--- src/hdl/rstg_pkg.sv ---
// Package for the raster sync timing generator: widths, types, codes and reset values.
`timescale 1ns / 1ps

package rstg_pkg;

  // Widths of the timing registers and of the position counters.
  localparam int unsigned LEN_W     = 11;
  localparam int unsigned CNT_W     = 13;
  localparam int unsigned REG_IDX_W = 3;

  // Sync styles.
  localparam int unsigned STYLE_SEPARATE     = 0;
  localparam int unsigned STYLE_COMPOSITE_XOR = 1;
  localparam int unsigned STYLE_COMPOSITE_AND = 2;
  localparam int unsigned STYLE_PAL          = 3;
  localparam int unsigned STYLE_DISABLED     = 4;

  // Build-time defaults.
  localparam int unsigned SYNC_STYLE_DEF        = STYLE_SEPARATE;
  localparam bit          HSYNC_ACTIVE_HIGH_DEF = 1'b0;
  localparam bit          VSYNC_ACTIVE_HIGH_DEF = 1'b0;

  // Register indexes on the configuration port.
  typedef enum logic [REG_IDX_W-1:0] {
    REG_H_SYNC    = 3'd0,
    REG_H_BACK    = 3'd1,
    REG_H_VISIBLE = 3'd2,
    REG_H_FRONT   = 3'd3,
    REG_V_SYNC    = 3'd4,
    REG_V_BACK    = 3'd5,
    REG_V_VISIBLE = 3'd6,
    REG_V_FRONT   = 3'd7
  } cfg_reg_e;

  // Reset values of the timing registers (640x480 style timing).
  localparam logic [LEN_W-1:0] H_SYNC_RST    = 11'd96;
  localparam logic [LEN_W-1:0] H_BACK_RST    = 11'd48;
  localparam logic [LEN_W-1:0] H_VISIBLE_RST = 11'd640;
  localparam logic [LEN_W-1:0] H_FRONT_RST   = 11'd16;
  localparam logic [LEN_W-1:0] V_SYNC_RST    = 11'd2;
  localparam logic [LEN_W-1:0] V_BACK_RST    = 11'd33;
  localparam logic [LEN_W-1:0] V_VISIBLE_RST = 11'd480;
  localparam logic [LEN_W-1:0] V_FRONT_RST   = 11'd10;

  typedef struct packed {
    logic [LEN_W-1:0] h_sync_len;
    logic [LEN_W-1:0] h_back_len;
    logic [LEN_W-1:0] h_visible_len;
    logic [LEN_W-1:0] h_front_len;
    logic [LEN_W-1:0] v_sync_len;
    logic [LEN_W-1:0] v_back_len;
    logic [LEN_W-1:0] v_visible_len;
    logic [LEN_W-1:0] v_front_len;
  } timing_cfg_t;

  typedef struct packed {
    logic red_bit;
    logic green_bit;
    logic blue_bit;
  } in_item_t;

  typedef struct packed {
    logic             stream_sync;
    logic             vsync_pin;
    logic             red_out;
    logic             green_out;
    logic             blue_out;
    logic             in_visible;
    logic [LEN_W-1:0] pixel_x;
    logic [LEN_W-1:0] pixel_y;
    logic             line_begin;
    logic             frame_begin;
  } out_item_t;

  typedef struct packed {
    logic [CNT_W-1:0] col;
    logic [CNT_W-1:0] row;
  } pos_t;

  // Contents of the input register: the pixel and where it sits in the raster.
  typedef struct packed {
    in_item_t pix;
    pos_t     pos;
  } stage_t;

endpackage

--- src/hdl/raster_sync_timing_generator_top.sv ---
// Top level of the raster sync timing generator: request pipeline and result register.
`timescale 1ns / 1ps

// The block turns a stream of pixel-clock requests, each carrying one pixel's red,
// green and blue bits, into display timing. Every accepted input request yields
// exactly one result request with the stream sync bit, the separate vsync pin level,
// the colour gated to the visible area, the visible x and y coordinates and the
// line and frame start flags. Both channels use valid and stall: a request moves
// at a clock edge where valid is high and stall is low.
// The sync style and the sync polarities are fixed at build time; the eight timing
// lengths are written through the cfg_we_i / cfg_idx_i / cfg_data_i port and take
// effect for the next pixel accepted. Write them only while no request is in flight.
// Throughput is one pixel per clock while the output is not stalled. The input
// register captures the pixel and its raster position, and the result register
// then holds the decoded outputs. The input register can still fill while the
// result register is held by a stall on the output side; in_stall_o rises only
// when both stages are full. No request is dropped or repeated while stalled.
// Reset returns the raster position to the top left corner, loads the default
// 640x480 timing and empties both stages.

module raster_sync_timing_generator_top #(
  parameter int unsigned SYNC_STYLE        = rstg_pkg::SYNC_STYLE_DEF,
  parameter bit          HSYNC_ACTIVE_HIGH = rstg_pkg::HSYNC_ACTIVE_HIGH_DEF,
  parameter bit          VSYNC_ACTIVE_HIGH = rstg_pkg::VSYNC_ACTIVE_HIGH_DEF
) (
  input  logic                           clk_i,
  input  logic                           rst_ni,
  input  logic                           cfg_we_i,
  input  logic [rstg_pkg::REG_IDX_W-1:0] cfg_idx_i,
  input  logic [rstg_pkg::LEN_W-1:0]     cfg_data_i,
  input  logic                           in_valid_i,
  output logic                           in_stall_o,
  input  rstg_pkg::in_item_t             in_data_i,
  output logic                           out_valid_o,
  input  logic                           out_stall_i,
  output rstg_pkg::out_item_t            out_data_o
);
  import rstg_pkg::*;

  timing_cfg_t cfg;
  pos_t        pos;
  stage_t      stage_q;
  out_item_t   res, res_q;
  logic        stage_valid_q, stage_valid_d;
  logic        out_valid_q, out_valid_d;
  logic        out_load, stage_load, in_acc;

  // The result register can take a new request when it is empty or being drained;
  // the input register can when it is empty or moving into the result register.
  assign out_load   = !out_valid_q || !out_stall_i;
  assign stage_load = !stage_valid_q || out_load;
  assign in_acc     = in_valid_i && stage_load;
  assign in_stall_o = !stage_load;

  assign stage_valid_d = stage_load ? in_valid_i : stage_valid_q;
  assign out_valid_d   = out_load ? stage_valid_q : out_valid_q;

  rstg_cfg u_cfg (
    .clk_i      (clk_i),
    .rst_ni     (rst_ni),
    .cfg_we_i   (cfg_we_i),
    .cfg_idx_i  (cfg_idx_i),
    .cfg_data_i (cfg_data_i),
    .cfg_o      (cfg)
  );

  // The position advances when a pixel is accepted; the pixel keeps a snapshot
  // of the position it was accepted at.
  rstg_position u_position (
    .clk_i  (clk_i),
    .rst_ni (rst_ni),
    .adv_i  (in_acc),
    .cfg_i  (cfg),
    .pos_o  (pos)
  );

  rstg_decode #(
    .SYNC_STYLE        (SYNC_STYLE),
    .HSYNC_ACTIVE_HIGH (HSYNC_ACTIVE_HIGH),
    .VSYNC_ACTIVE_HIGH (VSYNC_ACTIVE_HIGH)
  ) u_decode (
    .stage_i (stage_q),
    .cfg_i   (cfg),
    .res_o   (res)
  );

  always_ff @(posedge clk_i or negedge rst_ni) begin
    if (!rst_ni) begin
      stage_valid_q <= 1'b0;
      out_valid_q   <= 1'b0;
    end else begin
      stage_valid_q <= stage_valid_d;
      out_valid_q   <= out_valid_d;
    end
  end

  // Payload registers carry no reset; their valid bits guard them.
  always_ff @(posedge clk_i) begin
    if (in_acc) begin
      stage_q.pix <= in_data_i;
      stage_q.pos <= pos;
    end
    if (out_load && stage_valid_q) begin
      res_q <= res;
    end
  end

  assign out_valid_o = out_valid_q;
  assign out_data_o  = res_q;

`ifndef ASSERT_OFF
  a_frame_implies_line: assert property (@(posedge clk_i) disable iff (!rst_ni)
    out_valid_o && out_data_o.frame_begin |-> out_data_o.line_begin)
    else $error("frame start flagged off a line start");

  a_blank_outside: assert property (@(posedge clk_i) disable iff (!rst_ni)
    out_valid_o && !out_data_o.in_visible |->
      !out_data_o.red_out && !out_data_o.green_out && !out_data_o.blue_out &&
      (out_data_o.pixel_x == '0) && (out_data_o.pixel_y == '0))
    else $error("colour or coordinates not blanked outside the visible area");

  a_pin_inactive: assert property (@(posedge clk_i) disable iff (!rst_ni)
    out_valid_o && (SYNC_STYLE != STYLE_SEPARATE) |->
      out_data_o.vsync_pin == !VSYNC_ACTIVE_HIGH)
    else $error("vsync pin driven active in a composite or disabled style");

  a_stage_held: assert property (@(posedge clk_i) disable iff (!rst_ni)
    stage_valid_q && !out_load |=> stage_valid_q && $stable(stage_q))
    else $error("input register changed while the result register was blocked");
`endif

endmodule

--- src/hdl/rstg_cfg.sv ---
// Timing register file of the raster sync timing generator.
`timescale 1ns / 1ps

module rstg_cfg (
  input  logic                               clk_i,
  input  logic                               rst_ni,
  input  logic                               cfg_we_i,
  input  logic [rstg_pkg::REG_IDX_W-1:0]     cfg_idx_i,
  input  logic [rstg_pkg::LEN_W-1:0]         cfg_data_i,
  output rstg_pkg::timing_cfg_t              cfg_o
);
  import rstg_pkg::*;

  timing_cfg_t cfg_q, cfg_d;

  always_comb begin
    cfg_d = cfg_q;
    if (cfg_we_i) begin
      unique case (cfg_reg_e'(cfg_idx_i))
        REG_H_SYNC:    cfg_d.h_sync_len    = cfg_data_i;
        REG_H_BACK:    cfg_d.h_back_len    = cfg_data_i;
        REG_H_VISIBLE: cfg_d.h_visible_len = cfg_data_i;
        REG_H_FRONT:   cfg_d.h_front_len   = cfg_data_i;
        REG_V_SYNC:    cfg_d.v_sync_len    = cfg_data_i;
        REG_V_BACK:    cfg_d.v_back_len    = cfg_data_i;
        REG_V_VISIBLE: cfg_d.v_visible_len = cfg_data_i;
        REG_V_FRONT:   cfg_d.v_front_len   = cfg_data_i;
        default:       cfg_d = cfg_q;
      endcase
    end
  end

  always_ff @(posedge clk_i or negedge rst_ni) begin
    if (!rst_ni) begin
      cfg_q.h_sync_len    <= H_SYNC_RST;
      cfg_q.h_back_len    <= H_BACK_RST;
      cfg_q.h_visible_len <= H_VISIBLE_RST;
      cfg_q.h_front_len   <= H_FRONT_RST;
      cfg_q.v_sync_len    <= V_SYNC_RST;
      cfg_q.v_back_len    <= V_BACK_RST;
      cfg_q.v_visible_len <= V_VISIBLE_RST;
      cfg_q.v_front_len   <= V_FRONT_RST;
    end else begin
      cfg_q <= cfg_d;
    end
  end

  assign cfg_o = cfg_q;

endmodule

--- src/hdl/rstg_position.sv ---
// Column and row counters that walk the raster, one step per accepted pixel.
`timescale 1ns / 1ps

module rstg_position (
  input  logic                  clk_i,
  input  logic                  rst_ni,
  input  logic                  adv_i,
  input  rstg_pkg::timing_cfg_t cfg_i,
  output rstg_pkg::pos_t        pos_o
);
  import rstg_pkg::*;

  logic [CNT_W-1:0] col_q, col_d, row_q, row_d;
  logic [CNT_W-1:0] col_inc, row_inc, h_total, v_total;
  logic             col_wrap;

  // Line and frame totals; four 11-bit lengths always fit in the counter width.
  assign h_total = CNT_W'(cfg_i.h_sync_len) + CNT_W'(cfg_i.h_back_len)
                 + CNT_W'(cfg_i.h_visible_len) + CNT_W'(cfg_i.h_front_len);
  assign v_total = CNT_W'(cfg_i.v_sync_len) + CNT_W'(cfg_i.v_back_len)
                 + CNT_W'(cfg_i.v_visible_len) + CNT_W'(cfg_i.v_front_len);

  assign col_inc  = col_q + CNT_W'(1);
  assign row_inc  = row_q + CNT_W'(1);
  // A counter left past a shrunk total also wraps, hence greater-or-equal.
  assign col_wrap = (col_inc >= h_total);

  always_comb begin
    col_d = col_q;
    row_d = row_q;
    if (adv_i) begin
      if (col_wrap) begin
        col_d = '0;
        row_d = (row_inc >= v_total) ? '0 : row_inc;
      end else begin
        col_d = col_inc;
      end
    end
  end

  always_ff @(posedge clk_i or negedge rst_ni) begin
    if (!rst_ni) begin
      col_q <= '0;
      row_q <= '0;
    end else begin
      col_q <= col_d;
      row_q <= row_d;
    end
  end

  assign pos_o.col = col_q;
  assign pos_o.row = row_q;

`ifndef ASSERT_OFF
  a_hold_when_idle: assert property (@(posedge clk_i) disable iff (!rst_ni)
    !adv_i |=> $stable(col_q) && $stable(row_q))
    else $error("position counters moved without an accepted pixel");

  a_col_step: assert property (@(posedge clk_i) disable iff (!rst_ni)
    adv_i |=> (col_q == CNT_W'($past(col_q) + CNT_W'(1))) || (col_q == '0))
    else $error("column counter neither stepped by one nor wrapped");
`endif

endmodule

--- src/hdl/rstg_decode.sv ---
// Decodes one raster position into sync levels, gated colour, coordinates and flags.
`timescale 1ns / 1ps

module rstg_decode #(
  parameter int unsigned SYNC_STYLE        = rstg_pkg::SYNC_STYLE_DEF,
  parameter bit          HSYNC_ACTIVE_HIGH = rstg_pkg::HSYNC_ACTIVE_HIGH_DEF,
  parameter bit          VSYNC_ACTIVE_HIGH = rstg_pkg::VSYNC_ACTIVE_HIGH_DEF
) (
  input  rstg_pkg::stage_t      stage_i,
  input  rstg_pkg::timing_cfg_t cfg_i,
  output rstg_pkg::out_item_t   res_o
);
  import rstg_pkg::*;

  logic [CNT_W-1:0] col, row;
  logic [CNT_W-1:0] h_start, h_end, v_start, v_end;
  logic [CNT_W-1:0] x_off, y_off;
  logic             hvis, vvis, vis, vline, hs, vs;

  assign col = stage_i.pos.col;
  assign row = stage_i.pos.row;

  assign h_start = CNT_W'(cfg_i.h_sync_len) + CNT_W'(cfg_i.h_back_len);
  assign h_end   = h_start + CNT_W'(cfg_i.h_visible_len);
  assign v_start = CNT_W'(cfg_i.v_sync_len) + CNT_W'(cfg_i.v_back_len);
  assign v_end   = v_start + CNT_W'(cfg_i.v_visible_len);

  assign hvis  = (col >= h_start) && (col < h_end);
  assign vvis  = (row >= v_start) && (row < v_end);
  assign vis   = hvis && vvis;
  assign vline = (row < CNT_W'(cfg_i.v_sync_len));

  assign hs = (col < CNT_W'(cfg_i.h_sync_len)) ? HSYNC_ACTIVE_HIGH : !HSYNC_ACTIVE_HIGH;
  assign vs = vline ? VSYNC_ACTIVE_HIGH : !VSYNC_ACTIVE_HIGH;

  assign x_off = col - h_start;
  assign y_off = row - v_start;

  always_comb begin
    res_o.vsync_pin = !VSYNC_ACTIVE_HIGH;
    case (SYNC_STYLE)
      STYLE_SEPARATE: begin
        res_o.stream_sync = hs;
        res_o.vsync_pin   = vs;
      end
      STYLE_COMPOSITE_XOR: res_o.stream_sync = hs ^ vs;
      STYLE_COMPOSITE_AND: res_o.stream_sync = hs & vs;
      // Whole vsync lines carry the vsync level, other lines carry hsync.
      STYLE_PAL:           res_o.stream_sync = vline ? VSYNC_ACTIVE_HIGH : hs;
      default:             res_o.stream_sync = 1'b0;
    endcase

    res_o.red_out     = vis & stage_i.pix.red_bit;
    res_o.green_out   = vis & stage_i.pix.green_bit;
    res_o.blue_out    = vis & stage_i.pix.blue_bit;
    res_o.in_visible  = vis;
    res_o.pixel_x     = vis ? x_off[LEN_W-1:0] : '0;
    res_o.pixel_y     = vis ? y_off[LEN_W-1:0] : '0;
    res_o.line_begin  = (col == '0);
    res_o.frame_begin = (col == '0) && (row == '0);
  end

endmodule

--- config.mk ---
export PLATFORM = sky130hd
export DESIGN_NAME = raster_sync_timing_generator_top
export DESIGN_NICKNAME = d
export VERILOG_FILES = /design/src/hdl/rstg_pkg.sv /design/src/hdl/raster_sync_timing_generator_top.sv /design/src/hdl/rstg_cfg.sv /design/src/hdl/rstg_position.sv /design/src/hdl/rstg_decode.sv
export SDC_FILE = /design/constraint.sdc
export NUM_CORES = 1
export LEC_CHECK = 0
export BUFFER_PORTS_ARGS = -buffer_cell sky130_fd_sc_hd__buf_2
export CORE_UTILIZATION = 50
export DETAILED_ROUTE_END_ITERATION = 10
export GPL_ROUTABILITY_DRIVEN = 0
export HOLD_SLACK_MARGIN = 0.15
export PLACE_DENSITY = 0.76
export SYNTH_ARGS = -nofsm -noshare
export SYNTH_HDL_FRONTEND = slang
export SYNTH_SLANG_ARGS = --single-unit
--- constraint.sdc ---
create_clock -name clk_i -period 5.94 [get_ports clk_i]
set_clock_uncertainty 0.1 [all_clocks]
set_input_delay 1.188 -clock clk_i [delete_from_list [all_inputs] [get_ports clk_i]]
set_output_delay 1.188 -clock clk_i [all_outputs]
set_load 0.03 [all_outputs]
==> results of run 1 <==
## Yosys cell counts (28+ instances only)
cell type / instances / area, sq um
xnor2_1: 51 / 446.7
dfrtp_1: 100 / 2502
a21o_1: 40 / 300.3
nand2_1: 84 / 315.3
nor2_1: 40 / 150.1
inv_1: 95 / 356.6
nand2b_1: 28 / 175.2
xor2_1: 40 / 350.3
ha_1: 168 / 2102
a21oi_1: 59 / 295.3
mux2_2: 67 / 754.5
edfxtp_1: 59 / 1772
o21ai_0: 73 / 365.4
## state kept, by name, summed over array words and instances (netlist names)
register	cells
out_data_o	30
stage_q	29
u_position.col_q	13
stage_valid_q	1
out_valid_o	1
u_cfg.cfg_o	88
u_position.row_q	13
## layout by cell type (no fill, tap or decap), types with 5 or more instances in the layout
cell type | netlist | layout
a211oi_1 | 6 | 6
a21o_1 | 40 | 40
a21oi_1 | 59 | 54
a21oi_2 | 1 | 6
and2_1 | 10 | 9
and3_1 | 21 | 20
buf_2 | 0 | 54
buf_4 | 1 | 38
clkbuf_16 | 0 | 17
dfrtp_1 | 100 | 100
dfstp_2 | 16 | 16
edfxtp_1 | 59 | 59
fa_1 | 8 | 7
ha_1 | 168 | 162
ha_4 | 0 | 5
inv_1 | 95 | 95
mux2_2 | 67 | 67
nand2_1 | 84 | 82
nand2b_1 | 28 | 28
nand3_1 | 23 | 22
nand4_1 | 11 | 11
nor2_1 | 40 | 39
nor2b_1 | 17 | 17
nor3_1 | 11 | 9
nor4_1 | 12 | 12
o21a_1 | 17 | 17
o21ai_0 | 73 | 60
o21ai_1 | 21 | 29
o21ai_2 | 0 | 5
o21bai_1 | 10 | 10
xnor2_1 | 51 | 45
xor2_1 | 40 | 37
## layer usage
layer / track usage (%) / vias to the layer above
li1: - / 4463
met1: 32.64 / 4509
met2: 38.51 / 253
met3: 3.148 / 73
met4: 11.22 / 0
met5: 0 / -
## timing repair
item                                    in CTS  in global routing
gates cloned                                 0                  2
setup buffers                                1                 12
pin swaps                                    0                 32
gates resized for setup                      2                 67
endpoints found under the setup margin      20                 52
## through the flow
stage	area [sq um]	setup TNS, ns	util (%)	hold WS, ns	instances
after floorplan	12200	0	-	0.3434	1185
after global placement	13010	0	54.91	0.3725	1563
after detailed placement	13010	-0.2396	54.91	0.3837	1563
after CTS	13560	0	57.26	0.3953	1596
after global routing	13970	-2.445	58.98	0.4044	1610
final	13970	0	58.98	0.3918	1610
## logic make-up (layout without fill, tap and decap cells)
group	after synthesis	after routing	synth area share, %
multiplexers	69	69	6.356
AND/OR/NAND/NOR	286	286	12.24
adder cells (fa/ha/maj)	176	176	18.54
buffers and inverters	114	220	3.537
flip-flops	175	175	38.47
AO/OA/AOI/OAI	273	273	14.20
XOR/XNOR	92	92	6.664
## final cells by class
type | instances | area, sq um | share of cell area [%]
Sequential cell | 175 | 4695 | 33.61
Clock buffer | 19 | 432.9 | 3.099
Tap cell | 319 | 399.1 | 2.857
Timing Repair Buffer | 93 | 566.8 | 4.058
Clock inverter | 13 | 107.6 | 0.7703
Inverter | 95 | 356.6 | 2.553
Multi-Input combinational cell | 896 | 7411 | 53.05
## worst paths after layout
path / startpoint / endpoint / slack (ns) / depth (start not counted)
min in group asynchronous: rst_ni / u_cfg.cfg_o[73]$_DFFE_PN0P_ / 0.70 / 1
worst max register to register: u_cfg.cfg_o[78]$_DFFE_PN0P_ / u_position.row_q[7]$_DFFE_PN0P_ / 0.14 / 26
worst min-delay path: stage_valid_q$_DFFE_PN0N_ / out_valid_o$_DFFE_PN0P_ / 0.39 / 1
worst max-delay path: u_cfg.cfg_o[78]$_DFFE_PN0P_ / u_position.row_q[7]$_DFFE_PN0P_ / 0.14 / 26
worst min register to register: stage_valid_q$_DFFE_PN0N_ / out_valid_o$_DFFE_PN0P_ / 0.39 / 1
max in group asynchronous: rst_ni / u_cfg.cfg_o[15]$_DFFE_PN0P_ / 3.67 / 2
==> metrics.md, run 1 <==
| Metric | Value |
|---|---|
| Synthesized Nets | between 1k and 1.5k |
| Routed wire length per instance | between 15 and 20 um |
| Worst-Skew Late Latency | 0.44 ns |
| Initial DRC count | 614 |
| DR WL met3 | between 1000 and 1500 um |
| Worst-path maximum fanout | 5 |
| WL final | roughly 30000 um |
| Crit. End Element | register |
| Worst setup SP type | register |
| RSZ-0062 raised after global routing | yes |
| Remaining DRCs | 0 |
| Outcome | finished, final reports clean |
| Hold_buf cts | 0 |
| Final setup violation count | 0 |
| Largest net degree at the start of global routing | 64 |
| Site Rows | 56 |
| Global Route Usage Sum | 24.19% |
| Yosys warnings | 0 |
| Routed via count | roughly 9.3k |
| Post-detailed-route via-to-cell ratio | 5.775 |
| CTS Buf Count | 17 |
| Die area | 0.02504 sq mm |
| N_diodes | 0 |
| Synth cell types | 68 |
| CP Class | reg2reg |
| Post-Place Worst Slack | -0.05757 ns |
| Post-synthesis sequential area ratio | 38.47% |
| Top Layer Used | met4 |
| Worst Max-Slew Pin Slew | 1.241 ns |
| Die width | 158.2 um |
| Final min period | 5.804 ns |
| Max Clk Rate | 172.3 MHz |
| Vias in the first global route | around 8.9k |
| Clock root cell | clkbuf_16 |
| Buffers & Inverters on Critical Path | 2 |
| Final Slew Violations | 0 |
| Main synth FF type | dfrtp_1 |
| Die span in y | 158.2 um |
| Io pins | 54 |
| Ratio of final minimum period to clock period | 97.71% |
| Worst Slack Setup Final | 0.1363 ns |
| CP Data Required Time | approximately 6.2 ns |
| Max clock buf depth | 2 |
| HPWL after DPL | 22100 um |
| Drt pass-1 iters | 5 |
| # fillers | 1925 |
| Htree depth | 4 |
| #FFs+latches synth | 175 |
| Max_slew headroom | 16.80% |
| Post-Synthesis Cells | between 1k and 1.5k |
| Starting Density | approximately half |
| Final hold violation count | 0 |
| Critical Path Most Common Cell | ha_1 |
| Worst min-delay path category | reg2reg |
| Top delay family on crit path | compound AO/OA/AOI/OAI gates |
| Antenna-violating nets left | 0 |
| Total gr overflow | 0 |
| CTS tree | built |
| Reg clk slew, reported paths | 0.07 ns |
| Global-route wire length before repair | between 40000 and 50000 um |
| Port bufs | 53 |
| Met2 wire len | 13770 um |
| WL met1 | 13500 um |
| Core Footprint | 0.02368 sq mm |
| Max Cap Viol | 0 |
| Synthesized area | 0.01220 sq mm |
| CTS sink cnt | between 150 and 200 |
| Antenna violations before repair | 0 |
| Slowest CP cell | a311o_1 |
| Synth-to-Final Area Change | 14.46% |
| Syn Area/Cell | between 10 and 15 sq um |
| Crit-path max cell delay | between 0.4 and 0.5 ns |
| Ys async rst share | around 66% |
| EDFF count, synth | 59 |
| CP Data Arrival Time | 6.05 ns |
| NumNets Final | 1476 |
| Share of layout cells above drive strength 1 | 20.53% |
Power of run 1 is left out: the tool's default activity adds up to more than one toggle a clock period on the data nets, which glitch-free logic cannot reach.
==> run 2: changes to the inputs <==
--- a/config.mk
+++ b/config.mk
@@ -6,11 +6,13 @@
 export NUM_CORES = 1
 export LEC_CHECK = 0
 export BUFFER_PORTS_ARGS = -buffer_cell sky130_fd_sc_hd__buf_2
-export CORE_UTILIZATION = 50
+export CELL_PAD_IN_SITES_DETAIL_PLACEMENT = 1
+export CELL_PAD_IN_SITES_GLOBAL_PLACEMENT = 2
+export CORE_UTILIZATION = 42
 export DETAILED_ROUTE_END_ITERATION = 10
 export GPL_ROUTABILITY_DRIVEN = 0
 export HOLD_SLACK_MARGIN = 0.15
-export PLACE_DENSITY = 0.76
+export PLACE_DENSITY_LB_ADDON = 0.2
 export SYNTH_ARGS = -nofsm -noshare
 export SYNTH_HDL_FRONTEND = slang
 export SYNTH_SLANG_ARGS = --single-unit
==> metrics.md, run 2 (synthesized netlist as in run 1, its figures left out) <==
| Metric | Value |
|---|---|
| Outcome | finished, final reports clean |
| Vias in the first global route | between 9k and 10k |
| Htree depth | 4 |
| Port bufs | 53 |
| Synth-to-Final Area Change | 17.90% |
| Total gr overflow | 0 |
| Finished Layout Cells | approximately 1.7k |
| Commonest non-fill, non-tap cell in the layout | ha_1 |
| Final min period | 5.758 ns |
| Critical Path Source | u_cfg.cfg_o[78]$_DFFE_PN0P_ |
| Final instance area | 0.01439 sq mm |
| Dpl cells | 1630 |
| Worst min-delay path category | reg2reg |
| RSZ-0062 raised after global routing | yes |
| Io pins | between 50 and 60 |
| Antenna violations before repair | 0 |
| Die span in y | 172.5 um |
| HP Start | stage_valid_q$_DFFE_PN0N_ |
| Max Clk Rate | ~170 MHz |
| N_diodes | 0 |
| WL final | around 35000 um |
| Max clock buf depth | 2 |
| Largest register FFs | 88 |
| Post-detailed-route via-to-cell ratio | 5.504 |
| Worst hold margin | between 0.4 and 0.5 ns |
| Global-route wire length before repair | 53240 um |
| Reg clk slew, reported paths | 0.08 ns |
| CP Data Required Time | 6.20 ns |
| CP Data Arrival Time | approximately 6.0 ns |
| Worst-Skew Late Latency | 0.45 ns |
| Die area | 0.02974 sq mm |
| Core Util, Final | 50.27% |
| Max_slew headroom | between 20% and 30% |
| Worst Max-Slew Pin Slew | between 1 and 1.5 ns |
| Routed via count | around 9.2k |
| CP Class | reg2reg |
| Hold_buf cts | 0 |
| Core Footprint | 0.02863 sq mm |
| Remaining DRCs | 0 |
| Crit. End Element | register |
| CTS Buf Count | 17 |
| Antenna-violating nets left | 0 |
| Clock root cell | clkbuf_16 |
| Starting Density | 42.63% |
| NumNets Final | 1480 |
| Initial DRC count | 361 |
| Worst setup SP type | register |
| Die width | 172.5 um |
| Final hold violation count | 0 |
| Ratio of final minimum period to clock period | a little over nine tenths |
| HPWL after DPL | around 26000 um |
| Site Rows | 62 |
| Worst-path maximum fanout | 8 |
| Drt pass-1 iters | 5 |
| Final setup violation count | 0 |
| Largest net degree at the start of global routing | 64 |
| CTS tree | built |
| Routed wire length per instance | between 20 and 25 um |
| Share of layout cells above drive strength 1 | 22.39% |
| Worst flop-to-flop path startpoint | u_cfg.cfg_o[78]$_DFFE_PN0P_ |
| Final Slew Violations | 0 |
| Global Route Usage Sum | 24.00% |
| Most frequent cells in the layout | ha_1, dfrtp_1, inv_1, nand2_1, mux2_2 |
| Area after DPL | 0.01312 sq mm |
| CTS sink cnt | 175 |
| Max Cap Viol | 0 |
## run 2: layout make-up
cell class / instances / area (sq um)
well taps: 384 / 480.5
clock buffers: 19 / 452.9
inverters: 95 / 356.6
repair buffers: 97 / 646.9
multi-input cells: 896 / 7615
fillers: 3144 / 14240
flip-flops and latches: 175 / 4695
clock inverters: 13 / 142.6
## run 2: routing by layer
metal	global-route usage, %	share of wire [%]	up-vias	wire [um]
met4	6.426	1.3	0	450
li1	-	-	4457	-
met5	0	0	-	0
met2	37.57	46	129	15910
met3	2.792	2.7	24	921
met1	34.77	50	4632	17420
## run 2: stage by stage
step	setup TNS (ns)	worst slack, ns
after floorplan	0	0.4391
final	0	0.1824
after detailed placement	-3.347	-0.2412
after CTS	0	0.02157
after global routing	-1.123	-0.1143
after global placement	-0.07714	-0.02841
## run 2: critical path, stage by stage (launching register included)
cell       delay, ns
dfrtp_1         0.42
ha_1            0.32
a21oi_2         0.12
nor2b_1         0.07
a311o_1         0.44
o31ai_4         0.33
xnor2_2         0.16
ha_4            0.21
o41ai_4         0.42
nor2b_4         0.07
o21ai_2         0.13
nand2b_1        0.11
xor2_1          0.19
ha_1            0.38
and3_4          0.19
a2111oi_4       0.30
nor2_1          0.09
xor2_1          0.15
ha_1            0.36
buf_6           0.14
o211ai_1        0.08
o211ai_1        0.12
buf_4           0.19
buf_6           0.13
or2_4           0.29
o31ai_4         0.17
## run 2: what timing repair did
| action | in CTS | in global routing |
|---|---|---|
| endpoints found under the setup margin | 33 | 47 |
| gates resized for setup | 16 | 85 |
| cloned | 0 | 1 |
| buffers inserted | 1 | 15 |
| pin swaps | 6 | 37 |
## run 2: path summary, 6_finish.rpt
check | end | slack, ns | cells past startpoint
max in group asynchronous | u_cfg.cfg_o[1]$_DFFE_PN1P_ | 4.14 | 2
worst max-delay path | u_position.col_q[9]$_DFFE_PN0P_ | 0.18 | 25
worst min register to register | out_valid_o$_DFFE_PN0P_ | 0.40 | 1
worst min-delay path | out_valid_o$_DFFE_PN0P_ | 0.40 | 1
worst max register to register | u_position.col_q[9]$_DFFE_PN0P_ | 0.18 | 25
min in group asynchronous | u_cfg.cfg_o[72]$_DFFE_PN0P_ | 0.70 | 1
Power of run 2 is left out for the same reason.
